### src/design/ppcrp_pkg.sv
// Shared types, kind codes and constants of the PPC64 relocation patch unit.
// No dependencies; every other design file refers to it by scoped names.
`default_nettype none
package ppcrp_pkg;

  localparam int QUEUE_DEPTH = 2;
  localparam int CFG_IDX_W   = 2;

  localparam logic [63:0] TOC_BIAS   = 64'h0000_0000_0000_8000;
  localparam logic [31:0] REL24_MASK = 32'h03FF_FFFC;

  // Configuration register indexes
  localparam logic [CFG_IDX_W-1:0] CFG_GOT_ADDRESS = 2'd0;
  localparam logic [CFG_IDX_W-1:0] CFG_PLT_ADDRESS = 2'd1;

  // Relocation kind codes as presented on req_type
  localparam logic [4:0] KIND_ADDR32          = 5'd0;
  localparam logic [4:0] KIND_ADDR16          = 5'd1;
  localparam logic [4:0] KIND_ADDR16_LO       = 5'd2;
  localparam logic [4:0] KIND_ADDR16_HI       = 5'd3;
  localparam logic [4:0] KIND_ADDR16_HA       = 5'd4;
  localparam logic [4:0] KIND_ADDR14          = 5'd5;
  localparam logic [4:0] KIND_REL24           = 5'd6;
  localparam logic [4:0] KIND_REL32           = 5'd7;
  localparam logic [4:0] KIND_ADDR64          = 5'd8;
  localparam logic [4:0] KIND_ADDR16_HIGHER   = 5'd9;
  localparam logic [4:0] KIND_ADDR16_HIGHERA  = 5'd10;
  localparam logic [4:0] KIND_ADDR16_HIGHEST  = 5'd11;
  localparam logic [4:0] KIND_ADDR16_HIGHESTA = 5'd12;
  localparam logic [4:0] KIND_REL64           = 5'd13;
  localparam logic [4:0] KIND_TOC16           = 5'd14;
  localparam logic [4:0] KIND_TOC16_LO        = 5'd15;
  localparam logic [4:0] KIND_TOC16_HI        = 5'd16;
  localparam logic [4:0] KIND_TOC16_HA        = 5'd17;
  localparam logic [4:0] KIND_TOC             = 5'd18;
  localparam logic [4:0] KIND_ADDR16_DS       = 5'd19;
  localparam logic [4:0] KIND_ADDR16_LO_DS    = 5'd20;
  localparam logic [4:0] KIND_TOC16_DS        = 5'd21;
  localparam logic [4:0] KIND_TOC16_LO_DS     = 5'd22;
  localparam logic [4:0] KIND_REL16_LO        = 5'd23;
  localparam logic [4:0] KIND_REL16_HI        = 5'd24;
  localparam logic [4:0] KIND_REL16_HA        = 5'd25;

  typedef enum logic [1:0] {
    FORM_HALF_AT_OFS  = 2'd0,
    FORM_HALF_AT_OFS2 = 2'd1,
    FORM_WORD32       = 2'd2,
    FORM_DWORD64      = 2'd3
  } form_t;

  typedef enum logic [1:0] {
    STAT_OK         = 2'd0,
    STAT_OVERFLOW   = 2'd1,
    STAT_MISALIGNED = 2'd2,
    STAT_UNKNOWN    = 2'd3
  } status_t;

  // Operation the back end carries out, after TOC kinds are folded
  typedef enum logic [4:0] {
    OP_ADDR32,
    OP_LO,
    OP_HI,
    OP_HA,
    OP_ADDR14,
    OP_REL24,
    OP_REL32,
    OP_ADDR64,
    OP_HIGHER,
    OP_HIGHERA,
    OP_HIGHEST,
    OP_HIGHESTA,
    OP_REL64,
    OP_TOC,
    OP_DS,
    OP_LO_DS,
    OP_REL_LO,
    OP_REL_HI,
    OP_REL_HA,
    OP_UNKNOWN
  } op_t;

  typedef struct packed {
    logic [4:0]         req_type;
    logic [63:0]        sym_value;
    logic signed [63:0] addend;
    logic [63:0]        section_base;
    logic [63:0]        place_offset;
    logic [31:0]        old_word;
  } reloc_req_t;

  typedef struct packed {
    logic [63:0] patch_value;
    form_t       patch_form;
    status_t     status;
  } reloc_rsp_t;

  // Classified item held between front and back
  typedef struct packed {
    op_t         op;
    logic [63:0] sym;
    logic [63:0] adj_addend;
    logic [63:0] place;
    logic [31:0] old_word;
  } queue_entry_t;

endpackage
`default_nettype wire

### src/design/ppc64_relocation_patch_unit.sv
// A request taken on start is written to a queue slot, then summed in the sum stage,
// then registered in the output stage, where out_valid rises with its result.
// Throughput: one relocation per cycle; front decode, queue and two back stages
// each move one entry a cycle, and the back end drains the queue every cycle,
// so the queue never fills and busy stays low.
// Reset (rst_n low, synchronous) clears GOT and PLT addresses, empties queue and
// pipeline; results of items in flight at reset are dropped.
`default_nettype none
module ppc64_relocation_patch_unit #(
  parameter int QUEUE_DEPTH = ppcrp_pkg::QUEUE_DEPTH
) (
  input  wire logic                             clk,
  input  wire logic                             rst_n,
  input  wire logic                             start,
  output logic                                  busy,
  input  wire ppcrp_pkg::reloc_req_t            in_req,
  output logic                                  out_valid,
  output ppcrp_pkg::reloc_rsp_t                 out_rsp,
  input  wire logic                             cfg_valid,
  output logic                                  cfg_ready,
  input  wire logic [ppcrp_pkg::CFG_IDX_W-1:0]  cfg_index,
  input  wire logic [63:0]                      cfg_data
);

  logic                    queue_full;
  logic                    push;
  ppcrp_pkg::queue_entry_t push_entry;
  logic                    pop;
  logic                    head_valid;
  ppcrp_pkg::queue_entry_t head_entry;

  assign busy = queue_full;

  ppcrp_front u_front (
    .clk        (clk),
    .rst_n      (rst_n),
    .start      (start),
    .in_req     (in_req),
    .queue_full (queue_full),
    .cfg_valid  (cfg_valid),
    .cfg_index  (cfg_index),
    .cfg_data   (cfg_data),
    .cfg_ready  (cfg_ready),
    .push       (push),
    .push_entry (push_entry)
  );

  ppcrp_queue #(
    .DEPTH (QUEUE_DEPTH)
  ) u_queue (
    .clk        (clk),
    .rst_n      (rst_n),
    .push       (push),
    .push_entry (push_entry),
    .pop        (pop),
    .full       (queue_full),
    .head_valid (head_valid),
    .head_entry (head_entry)
  );

  ppcrp_back u_back (
    .clk        (clk),
    .rst_n      (rst_n),
    .head_valid (head_valid),
    .head_entry (head_entry),
    .pop        (pop),
    .out_valid  (out_valid),
    .out_rsp    (out_rsp)
  );

endmodule
`default_nettype wire

### src/design/ppcrp_front.sv
// Front end: configuration registers, TOC base, kind decode and place sum.
// Pushes one classified entry per accepted transfer. Depends on ppcrp_pkg.
`default_nettype none
module ppcrp_front (
  input  wire logic                               clk,
  input  wire logic                               rst_n,
  input  wire logic                               start,
  input  wire ppcrp_pkg::reloc_req_t              in_req,
  input  wire logic                               queue_full,
  input  wire logic                               cfg_valid,
  input  wire logic [ppcrp_pkg::CFG_IDX_W-1:0]    cfg_index,
  input  wire logic [63:0]                        cfg_data,
  output logic                                    cfg_ready,
  output logic                                    push,
  output ppcrp_pkg::queue_entry_t                 push_entry
);

  logic [63:0] got_r, got_nxt;
  logic [63:0] plt_r, plt_nxt;
  logic [63:0] tb_r,  tb_nxt;
  logic        cfg_wr;
  ppcrp_pkg::op_t op;
  logic        toc_adj;

  assign cfg_ready = 1'b1;
  assign cfg_wr    = cfg_valid & cfg_ready;

  // Keep the TOC base registered; recompute it from the value being written
  always_comb begin
    got_nxt = got_r;
    plt_nxt = plt_r;
    tb_nxt  = tb_r;
    if (cfg_wr) begin
      case (cfg_index)
        ppcrp_pkg::CFG_GOT_ADDRESS: begin
          got_nxt = cfg_data;
          tb_nxt  = ((cfg_data != 64'd0) ? cfg_data : plt_r) + ppcrp_pkg::TOC_BIAS;
        end
        ppcrp_pkg::CFG_PLT_ADDRESS: begin
          plt_nxt = cfg_data;
          tb_nxt  = ((got_r != 64'd0) ? got_r : cfg_data) + ppcrp_pkg::TOC_BIAS;
        end
        default: begin
        end
      endcase
    end
  end

  always_ff @(posedge clk) begin
    if (!rst_n) begin
      got_r <= 64'd0;
      plt_r <= 64'd0;
      tb_r  <= ppcrp_pkg::TOC_BIAS;
    end else begin
      got_r <= got_nxt;
      plt_r <= plt_nxt;
      tb_r  <= tb_nxt;
    end
  end

  always_comb begin
    op      = ppcrp_pkg::OP_UNKNOWN;
    toc_adj = 1'b0;
    case (in_req.req_type)
      ppcrp_pkg::KIND_ADDR32:          op = ppcrp_pkg::OP_ADDR32;
      ppcrp_pkg::KIND_ADDR16:          op = ppcrp_pkg::OP_LO;
      ppcrp_pkg::KIND_ADDR16_LO:       op = ppcrp_pkg::OP_LO;
      ppcrp_pkg::KIND_ADDR16_HI:       op = ppcrp_pkg::OP_HI;
      ppcrp_pkg::KIND_ADDR16_HA:       op = ppcrp_pkg::OP_HA;
      ppcrp_pkg::KIND_ADDR14:          op = ppcrp_pkg::OP_ADDR14;
      ppcrp_pkg::KIND_REL24:           op = ppcrp_pkg::OP_REL24;
      ppcrp_pkg::KIND_REL32:           op = ppcrp_pkg::OP_REL32;
      ppcrp_pkg::KIND_ADDR64:          op = ppcrp_pkg::OP_ADDR64;
      ppcrp_pkg::KIND_ADDR16_HIGHER:   op = ppcrp_pkg::OP_HIGHER;
      ppcrp_pkg::KIND_ADDR16_HIGHERA:  op = ppcrp_pkg::OP_HIGHERA;
      ppcrp_pkg::KIND_ADDR16_HIGHEST:  op = ppcrp_pkg::OP_HIGHEST;
      ppcrp_pkg::KIND_ADDR16_HIGHESTA: op = ppcrp_pkg::OP_HIGHESTA;
      ppcrp_pkg::KIND_REL64:           op = ppcrp_pkg::OP_REL64;
      ppcrp_pkg::KIND_TOC16: begin
        op = ppcrp_pkg::OP_LO; toc_adj = 1'b1;
      end
      ppcrp_pkg::KIND_TOC16_LO: begin
        op = ppcrp_pkg::OP_LO; toc_adj = 1'b1;
      end
      ppcrp_pkg::KIND_TOC16_HI: begin
        op = ppcrp_pkg::OP_HI; toc_adj = 1'b1;
      end
      ppcrp_pkg::KIND_TOC16_HA: begin
        op = ppcrp_pkg::OP_HA; toc_adj = 1'b1;
      end
      ppcrp_pkg::KIND_TOC:             op = ppcrp_pkg::OP_TOC;
      ppcrp_pkg::KIND_ADDR16_DS:       op = ppcrp_pkg::OP_DS;
      ppcrp_pkg::KIND_ADDR16_LO_DS:    op = ppcrp_pkg::OP_LO_DS;
      ppcrp_pkg::KIND_TOC16_DS: begin
        op = ppcrp_pkg::OP_DS; toc_adj = 1'b1;
      end
      ppcrp_pkg::KIND_TOC16_LO_DS: begin
        op = ppcrp_pkg::OP_LO_DS; toc_adj = 1'b1;
      end
      ppcrp_pkg::KIND_REL16_LO:        op = ppcrp_pkg::OP_REL_LO;
      ppcrp_pkg::KIND_REL16_HI:        op = ppcrp_pkg::OP_REL_HI;
      ppcrp_pkg::KIND_REL16_HA:        op = ppcrp_pkg::OP_REL_HA;
      default: begin
        op = ppcrp_pkg::OP_UNKNOWN;
      end
    endcase
  end

  assign push = start & ~queue_full;

  always_comb begin
    push_entry.op       = op;
    push_entry.place    = in_req.section_base + in_req.place_offset;
    push_entry.old_word = in_req.old_word;
    if (op == ppcrp_pkg::OP_TOC) begin
      // Route the TOC base through the symbol sum so the back end sees R = TB
      push_entry.sym        = 64'd0;
      push_entry.adj_addend = tb_r;
    end else begin
      push_entry.sym        = in_req.sym_value;
      push_entry.adj_addend = toc_adj ? (in_req.addend - tb_r) : in_req.addend;
    end
  end

endmodule
`default_nettype wire

### src/design/ppcrp_queue.sv
// Short register queue between front and back end.
// Holds classified entries; depends on ppcrp_pkg for the entry type.
`default_nettype none
module ppcrp_queue #(
  parameter int DEPTH = ppcrp_pkg::QUEUE_DEPTH
) (
  input  wire logic                     clk,
  input  wire logic                     rst_n,
  input  wire logic                     push,
  input  wire ppcrp_pkg::queue_entry_t  push_entry,
  input  wire logic                     pop,
  output logic                          full,
  output logic                          head_valid,
  output ppcrp_pkg::queue_entry_t       head_entry
);

  localparam int PTR_W = (DEPTH > 1) ? $clog2(DEPTH) : 1;
  localparam int CNT_W = $clog2(DEPTH + 1);

  ppcrp_pkg::queue_entry_t slot_r [DEPTH];
  logic [PTR_W-1:0] wr_ptr_r, wr_ptr_nxt;
  logic [PTR_W-1:0] rd_ptr_r, rd_ptr_nxt;
  logic [CNT_W-1:0] count_r,  count_nxt;

  assign full       = (count_r == CNT_W'(DEPTH));
  assign head_valid = (count_r != '0);
  assign head_entry = slot_r[rd_ptr_r];

  always_comb begin
    wr_ptr_nxt = wr_ptr_r;
    rd_ptr_nxt = rd_ptr_r;
    count_nxt  = count_r;
    if (push) begin
      wr_ptr_nxt = (wr_ptr_r == PTR_W'(DEPTH - 1)) ? '0 : wr_ptr_r + PTR_W'(1);
    end
    if (pop) begin
      rd_ptr_nxt = (rd_ptr_r == PTR_W'(DEPTH - 1)) ? '0 : rd_ptr_r + PTR_W'(1);
    end
    case ({push, pop})
      2'b10:   count_nxt = count_r + CNT_W'(1);
      2'b01:   count_nxt = count_r - CNT_W'(1);
      default: count_nxt = count_r;
    endcase
  end

  always_ff @(posedge clk) begin
    if (!rst_n) begin
      wr_ptr_r <= '0;
      rd_ptr_r <= '0;
      count_r  <= '0;
    end else begin
      wr_ptr_r <= wr_ptr_nxt;
      rd_ptr_r <= rd_ptr_nxt;
      count_r  <= count_nxt;
    end
  end

  always_ff @(posedge clk) begin
    if (push) begin
      slot_r[wr_ptr_r] <= push_entry;
    end
  end

endmodule
`default_nettype wire

### src/design/ppcrp_back.sv
// Back end: symbol sum stage, then place difference, field select and checks.
// Drains the queue every cycle; depends on ppcrp_pkg.
`default_nettype none
module ppcrp_back (
  input  wire logic                     clk,
  input  wire logic                     rst_n,
  input  wire logic                     head_valid,
  input  wire ppcrp_pkg::queue_entry_t  head_entry,
  output logic                          pop,
  output logic                          out_valid,
  output ppcrp_pkg::reloc_rsp_t         out_rsp
);

  // Stage 1: R = S + A
  logic           s1_valid_r;
  ppcrp_pkg::op_t s1_op_r;
  logic [63:0]    s1_r_r;
  logic [63:0]    s1_place_r;
  logic [31:0]    s1_old_r;

  // Stage 2 combinational
  logic [63:0]    r;
  logic [63:0]    d;
  logic [15:0]    r_ha;
  logic [15:0]    d_ha;
  logic [15:0]    r_highera;
  logic [15:0]    r_highesta;
  logic           r_fits32, r_fits16, d_fits32, d_fits26;
  ppcrp_pkg::reloc_rsp_t rsp_nxt;

  logic                  out_valid_r;
  ppcrp_pkg::reloc_rsp_t out_rsp_r;

  assign pop = head_valid;

  always_ff @(posedge clk) begin
    if (!rst_n) begin
      s1_valid_r <= 1'b0;
    end else begin
      s1_valid_r <= head_valid;
    end
  end

  always_ff @(posedge clk) begin
    s1_op_r    <= head_entry.op;
    s1_r_r     <= head_entry.sym + head_entry.adj_addend;
    s1_place_r <= head_entry.place;
    s1_old_r   <= head_entry.old_word;
  end

  assign r = s1_r_r;
  assign d = s1_r_r - s1_place_r;

  // High-adjusted halves: add the carry out of the rounding bias
  assign r_ha       = r[31:16] + {15'd0, r[15]};
  assign d_ha       = d[31:16] + {15'd0, d[15]};
  assign r_highera  = r[47:32] + {15'd0, r[15] & (&r[31:16])};
  assign r_highesta = r[63:48] + {15'd0, r[15] & (&r[47:16])};

  // Signed fit: all bits from the sign position up agree
  assign r_fits32 = (&r[63:31]) | ~(|r[63:31]);
  assign r_fits16 = (&r[63:15]) | ~(|r[63:15]);
  assign d_fits32 = (&d[63:31]) | ~(|d[63:31]);
  assign d_fits26 = (&d[63:25]) | ~(|d[63:25]);

  always_comb begin
    rsp_nxt.patch_value = 64'd0;
    rsp_nxt.patch_form  = ppcrp_pkg::FORM_HALF_AT_OFS;
    rsp_nxt.status      = ppcrp_pkg::STAT_OK;
    case (s1_op_r)
      ppcrp_pkg::OP_ADDR32: begin
        rsp_nxt.patch_value = {32'd0, r[31:0]};
        rsp_nxt.patch_form  = ppcrp_pkg::FORM_WORD32;
        if (!r_fits32) rsp_nxt.status = ppcrp_pkg::STAT_OVERFLOW;
      end
      ppcrp_pkg::OP_LO:      rsp_nxt.patch_value = {48'd0, r[15:0]};
      ppcrp_pkg::OP_HI:      rsp_nxt.patch_value = {48'd0, r[31:16]};
      ppcrp_pkg::OP_HA:      rsp_nxt.patch_value = {48'd0, r_ha};
      ppcrp_pkg::OP_ADDR14: begin
        rsp_nxt.patch_value = {48'd0, r[15:2], s1_old_r[1:0]};
        rsp_nxt.patch_form  = ppcrp_pkg::FORM_HALF_AT_OFS2;
        if (r[1:0] != 2'd0) rsp_nxt.status = ppcrp_pkg::STAT_MISALIGNED;
      end
      ppcrp_pkg::OP_REL24: begin
        rsp_nxt.patch_value = {32'd0, (s1_old_r & ~ppcrp_pkg::REL24_MASK) |
                                      (d[31:0] & ppcrp_pkg::REL24_MASK)};
        rsp_nxt.patch_form  = ppcrp_pkg::FORM_WORD32;
        if (!d_fits26) rsp_nxt.status = ppcrp_pkg::STAT_OVERFLOW;
      end
      ppcrp_pkg::OP_REL32: begin
        rsp_nxt.patch_value = {32'd0, d[31:0]};
        rsp_nxt.patch_form  = ppcrp_pkg::FORM_WORD32;
        if (!d_fits32) rsp_nxt.status = ppcrp_pkg::STAT_OVERFLOW;
      end
      ppcrp_pkg::OP_ADDR64, ppcrp_pkg::OP_TOC: begin
        rsp_nxt.patch_value = r;
        rsp_nxt.patch_form  = ppcrp_pkg::FORM_DWORD64;
      end
      ppcrp_pkg::OP_HIGHER:   rsp_nxt.patch_value = {48'd0, r[47:32]};
      ppcrp_pkg::OP_HIGHERA:  rsp_nxt.patch_value = {48'd0, r_highera};
      ppcrp_pkg::OP_HIGHEST:  rsp_nxt.patch_value = {48'd0, r[63:48]};
      ppcrp_pkg::OP_HIGHESTA: rsp_nxt.patch_value = {48'd0, r_highesta};
      ppcrp_pkg::OP_REL64: begin
        rsp_nxt.patch_value = d;
        rsp_nxt.patch_form  = ppcrp_pkg::FORM_DWORD64;
      end
      ppcrp_pkg::OP_DS: begin
        rsp_nxt.patch_value = {48'd0, r[15:2], s1_old_r[17:16]};
        if (!r_fits16) rsp_nxt.status = ppcrp_pkg::STAT_OVERFLOW;
      end
      ppcrp_pkg::OP_LO_DS:   rsp_nxt.patch_value = {48'd0, r[15:2], s1_old_r[17:16]};
      ppcrp_pkg::OP_REL_LO:  rsp_nxt.patch_value = {48'd0, d[15:0]};
      ppcrp_pkg::OP_REL_HI:  rsp_nxt.patch_value = {48'd0, d[31:16]};
      ppcrp_pkg::OP_REL_HA:  rsp_nxt.patch_value = {48'd0, d_ha};
      default: begin
        rsp_nxt.status = ppcrp_pkg::STAT_UNKNOWN;
      end
    endcase
  end

  always_ff @(posedge clk) begin
    if (!rst_n) begin
      out_valid_r <= 1'b0;
    end else begin
      out_valid_r <= s1_valid_r;
    end
  end

  always_ff @(posedge clk) begin
    out_rsp_r <= rsp_nxt;
  end

  assign out_valid = out_valid_r;
  assign out_rsp   = out_rsp_r;

endmodule
`default_nettype wire

### config.mk
export PLATFORM = sky130hd
export DESIGN_NAME = ppc64_relocation_patch_unit
export DESIGN_NICKNAME = d
export VERILOG_FILES = /design/src/design/ppcrp_pkg.sv /design/src/design/ppc64_relocation_patch_unit.sv /design/src/design/ppcrp_front.sv /design/src/design/ppcrp_queue.sv /design/src/design/ppcrp_back.sv
export SDC_FILE = /design/constraint.sdc
export NUM_CORES = 2
export LEC_CHECK = 0
export BUFFER_PORTS_ARGS = -buffer_cell sky130_fd_sc_hd__buf_2
export CORE_MARGIN = 5
export CORE_UTILIZATION = 61
export DETAILED_ROUTE_END_ITERATION = 8
export GPL_TIMING_DRIVEN = 0
export PLACE_DENSITY = 0.81
export SLEW_MARGIN = 20
export SYNTH_ARGS = -nofsm -noshare
export SYNTH_HDL_FRONTEND = slang
export SYNTH_SLANG_ARGS = --single-unit
export TNS_END_PERCENT = 50
### constraint.sdc
create_clock -name clk -period 19.6 [get_ports clk]
set_clock_uncertainty 0.2 [all_clocks]
set_input_delay 0.98 -clock clk [delete_from_list [all_inputs] [get_ports clk]]
set_output_delay 0.98 -clock clk [all_outputs]
set_load 0.01 [all_outputs]
* Yosys cells after proc, flatten, opt, wreduce, memory -nomap -nowiden
Memory sizes are Yosys's and may differ from the RTL's. A register that Yosys moved wholly into a read port is not among the register bits.
Index checks and enable logic that the tools add are counted.
** Cells by class
- Multipliers :: 0
- $lt $le $gt $ge :: 0
- Reduce and logical (&&, ||, !) cells :: 33
- Divide/modulo/power cells :: 0
- Equality and inequality tests :: 48
- Mux-type cells :: 22
- Bitwise logic cells :: 13
- Shift-type cells :: 0
- Add/subtract/negate cells :: 14
** Operators by type and width (count)
- $pmux W64 S17 :: 1
- $mux W64 :: 3
- $add A64 B16 Y64 const B :: 2
- $add A64 B64 Y64 :: 2
- $mux W128 :: 1
- $pmux W64 S2 :: 1
- $reduce_bool A64 Y1 :: 2
- $sub A64 B64 Y64 :: 2
- $pmux W5 S19 :: 1
- $eq A5 B4 Y1 const B :: 17
- $reduce_and A33 Y1 :: 2
- $reduce_or A33 Y1 :: 2
- $eq A5 B5 Y1 const B :: 13
- $add A16 B1 Y16 :: 4
- $reduce_and A49 Y1 :: 1
- $reduce_or A49 Y1 :: 1
- $eq A5 B3 Y1 const B :: 8
- $reduce_and A39 Y1 :: 1
- $reduce_or A39 Y1 :: 1
- $or A32 B26 Y32 :: 1
- $reduce_and A32 Y1 :: 1
- $eq A5 B2 Y1 const B :: 4
- $reduce_and A16 Y1 :: 1
- $reduce_or A14 Y1 :: 1
- 22 further kinds :: 57
** Storage, ports and cells
- Memories :: 1
- RAM bits :: 458
- Logic and storage cells :: 146
- Bits in latches :: 0
- Input bits :: 363
- ROM bits :: 0
- Flip-flop bits (word level) :: 431
** Memory list
- u_queue.slot_r :: depth 2, bits a word 229, read ports 1, clocked after memory_dff 1, wr ports 1, line ppcrp_queue.sv:20 : ppcrp_pkg::queue_entry_t slot_r [DEPTH];

* Depth between registers and ports, before layout
- Depth in word-level cells :: 6
- Mapped depth :: 20
- Depth with buffers taken out :: 20

* Hierarchy
A second synthesis with hierarchy kept.
** Second synthesis, totals
- Cell total of the unflattened synthesis :: 5336
- Area total of the unflattened synthesis :: 50616.0 um^2
** By module, submodules not included
- ppcrp_front :: area an instance 18495.2 um^2, instances 1, cells an instance 2680
- ppcrp_queue :: area an instance 16811.1 um^2, instances 1, cells an instance 734
- ppcrp_back :: area an instance 15309.7 um^2, instances 1, cells an instance 1922

* Least setup slack after synthesis
No wires, ideal clock.
- Path kind :: input to register
- Start :: in start
- End :: reg u_queue.wr_ptr_r
- Path slack :: 8.947 ns
- Library setup time :: 0.098 ns
- Stages on the path :: 3
- Arrival :: 10.354 ns
- Path buffers :: 0
- Path through :: nand2_1 > nor2_1 > o21a_1
** On the way
- Word-level cells in the longest chain between the ends :: 1
** RTL lines
- from (decl) :: line ppc64_relocation_patch_unit.sv:14 : input wire logic start,
- $and A1 B1 Y1 :: line ppcrp_front.sv:109 : assign push = start & ~queue_full;
- to (signal assigned) :: line ppcrp_queue.sv:52 : wr_ptr_r <= wr_ptr_nxt;
- to (decl) :: line ppcrp_queue.sv:21 : logic [PTR_W-1:0] wr_ptr_r, wr_ptr_nxt;
No other way between the ends.
A chain may end at the register's enable or synchronous reset.

==> results.ini <==
[outcome]
status=completed

[routing]
drt_wl_total_um=158000
wire_per_inst_um=23.1
drt_iter0_drc=3772
drt_pass1_iterations=6
drc=0
vias_per_cell=6.17
ant_nets=0
dr_total_vias=42300

[clocking]
cts.path.max_buffers=3
cts_setup_buffers=0
cts_tree=done
htree_num_levels=3
cts_root_buffer=clkbuf_16
clk_latency_ns=0.65
clock_sinks=824
path_clk_slew_ns=0.06
post_cts_hold_buffer_count=0
cts_resized=0
numCtsBuffers=86

[critical_path]
path_max_fanout=10
crit_family=compound AO/OA/AOI/OAI gates
arrival_ns=7.48
worst_path_most_repeated_cell=a21oi_1
crit_type=flip-flop to flip-flop
required_ns=19.95
startpoint_type=flip-flop
worstSetupEndpointType=flip-flop
path_buf_inv=4
crit_chain=clkbuf_2 -> clkbuf_1 -> clkbuf_1 -> mux2i_1 -> inv_1 -> ha_1 -> a21o_1 -> a21oi_1 -> o21ai_0 -> and3_1 -> a211oi_1 -> o41ai_2 -> a31oi_1 -> a21oi_1 -> a21bo_2 -> o31ai_1 -> o21bai_1 -> a21oi_1 -> xnor2_1
cp_slowest_cell=clkbuf_1
crit_path_max_incr_delay_ns=0.85

[yosys]
yosys_most_used_dff=edfxtp_1
ys_warn_count=0
synth.avg_cell_area_sq_um=9.33
syn_nets=5821
netlist_instances=5191
synth_area_sq_um=48500
async_reset_ff_frac=0
ys_types=98
synth_edf_count=414
yosysSeqAreaShare=0.426
synth_seq_cells=824

[power]
seqPwrFrac=0.310
ir_drop_uv=68.9
power-per-cell-area_nw_per_um2=146
switchingPower_mw=3.44
p_sw_frac=0.427
p_leak_nw=21.9
combinationalPowerShare=0.483
clockPowerShare=0.207
p_int_mw=4.62

[global_route]
grt_overflow=0
grt_max_degree=53
antenna_found_initial=36
grt_pass1_wl_um=237000
grt_pass1_vias=41000
grt.total_usage=0.355

[finish]
design_area_sq_um=55100
syn_to_final_growth_pct=13.8
drive_gt1_frac=0.146
nets=6333
nFillCells=6203

[timing]
fin_ws_ns=12.47
tns_ns=0
rsz0062_at_grt=no
fmax_mhz=140
setup_violations=0
report.final.slew_viol_count=0
tightest_slew_ns=1.34
period_share=0.364
fin_crit_ns=7.13
slew-limit-headroom=0.107
hold_slack_ns=0.246
hold_violations=0

[flow_run]
maxCapViolations=0

[place]
gp_congestion=1.06
place_area_sq_um=52200
dp_slack_ns=12.61
io_buffer_count=408
dp_hpwl_um=125000

[die]
die_x_um=292
core.rowCount=103
die_y_um=292
io_pins=434
initial_core_util=0.614
core_region_area_sq_um=78900
dieArea_sq_um=85200

[hold_path]
hold_class=flip-flop to flip-flop
min_from=u_queue.slot_r[0][40]

-- power by group through the flow --
stage,Sequential [mW],Combinational (mW),Clock (mW)
finish,2.49,3.89,1.67
global route,2.50,4.20,1.76
CTS,2.47,3.79,1.68
detailed placement,2.50,3.75,0
global placement,2.56,3.67,0
floorplan,2.41,2.68,0
-- placed cells by master, fill, tap and decap left out, types with 87 or more instances in the layout --
master	count
dfxtp_1	410
buf_2	413
ha_1	263
xor2_1	100
edfxtp_1	414
nand3_1	103
clkbuf_1	239
nor3_1	87
xnor2_1	199
inv_1	218
o21ai_0	228
clkbuf_16	91
a21boi_0	145
a21o_1	145
nand2_1	643
and2_1	100
nand4_1	93
nor2_1	267
mux2_2	205
a21oi_1	440
-- synthesized netlist by cell type, types with 42 or more instances --
library cell  count  area [sq um]
a211oi_1         68           510
a21boi_0        145          1090
a21o_1          145          1090
a21oi_1         440          2200
a31oi_1          56           350
and2_1          100           626
and3_1           50           313
clkbuf_1        229           860
dfxtp_1         410          8210
edfxtp_1        414         12400
ha_1            263          3290
inv_1           218           818
mux2_2          205          2310
nand2_1         643          2410
nand2b_1         50           313
nand3_1         103           515
nand4_1          93           582
nor2_1          268          1010
nor2b_1          44           275
nor3_1           87           435
nor4_1           62           388
o211ai_1         44           330
o21a_1           43           323
o21ai_0         228          1140
o21bai_1         42           315
xnor2_1         199          1740
xor2_1          100           876
-- flip-flops by register name, indices dropped and copies added, names as in the netlist, named ones only --
name,cells
u_queue.count_r,2
u_queue.slot_r,414
u_back.r,64
u_front.got_r,64
u_front.tb_r,64
u_back.out_rsp,68
u_back.s1_old_r,10
u_queue.wr_ptr_r,1
u_queue.rd_ptr_r,1
u_back.s1_place_r,64
u_back.out_valid,1
u_front.plt_r,64
u_back.s1_valid_r,1
u_back.s1_op_r,5
-- stage by stage --
step           utilization  std cells  power [mW]
2_1_floorplan            -       5191        5.08
6_report             0.699       6851        8.05
3_3_place_gp         0.657       6649        6.23
3_5_place_dp         0.662       6665        6.26
4_1_cts              0.698       6824        7.94
5_1_grt              0.698       6825        8.47
-- final timing paths --
check / end / slack (ns) / cells past startpoint
worst max-delay path: u_back.r[61] / 12.47 / 19
worst min-delay path: u_back.s1_place_r[8] / 0.25 / 1
worst max register to register: u_back.r[61] / 12.47 / 19
worst min register to register: u_back.s1_place_r[8] / 0.25 / 1
-- cell type report --
| cell class | count | area [sq um] | area share |
|---|---|---|---|
| antenna | 27 | 67.6 | 0.00123 |
| buffer | 258 | 1020 | 0.0184 |
| clock buffer | 115 | 2500 | 0.0453 |
| clock inverter | 44 | 407 | 0.00737 |
| inverter | 219 | 822 | 0.0149 |
| multi-input combinational | 3890 | 26000 | 0.472 |
| sequential | 824 | 20600 | 0.374 |
| tap | 1050 | 1310 | 0.0238 |
| timing repair buffer | 424 | 2380 | 0.0431 |
-- per-layer routing --
metal  routed length, um  up-vias  global-route usage
met3               13200      476              0.0742
li1                    -    20000                   -
met2               73300     1885               0.588
met5                 117        -                   0
met1               60800    19900               0.435
met4               10800       18               0.197
-- kinds of logic (layout without fill, tap and decap cells) --
| group | Yosys count | after routing | synth area share |
|---|---|---|---|
| muxes | 217 | 217 | 0.0504 |
| AOI/OAI and AO/OA | 1495 | 1495 | 0.201 |
| buffers and inverters | 477 | 1060 | 0.0379 |
| adders and majority gates | 267 | 267 | 0.0696 |
| other | 1 | 28 | 0.0000774 |
| xor gates and xnor gates | 299 | 299 | 0.0540 |
| and+or+nand+nor | 1611 | 1611 | 0.161 |
| DFF | 824 | 824 | 0.426 |
Power figures use the tool's default switching activity.
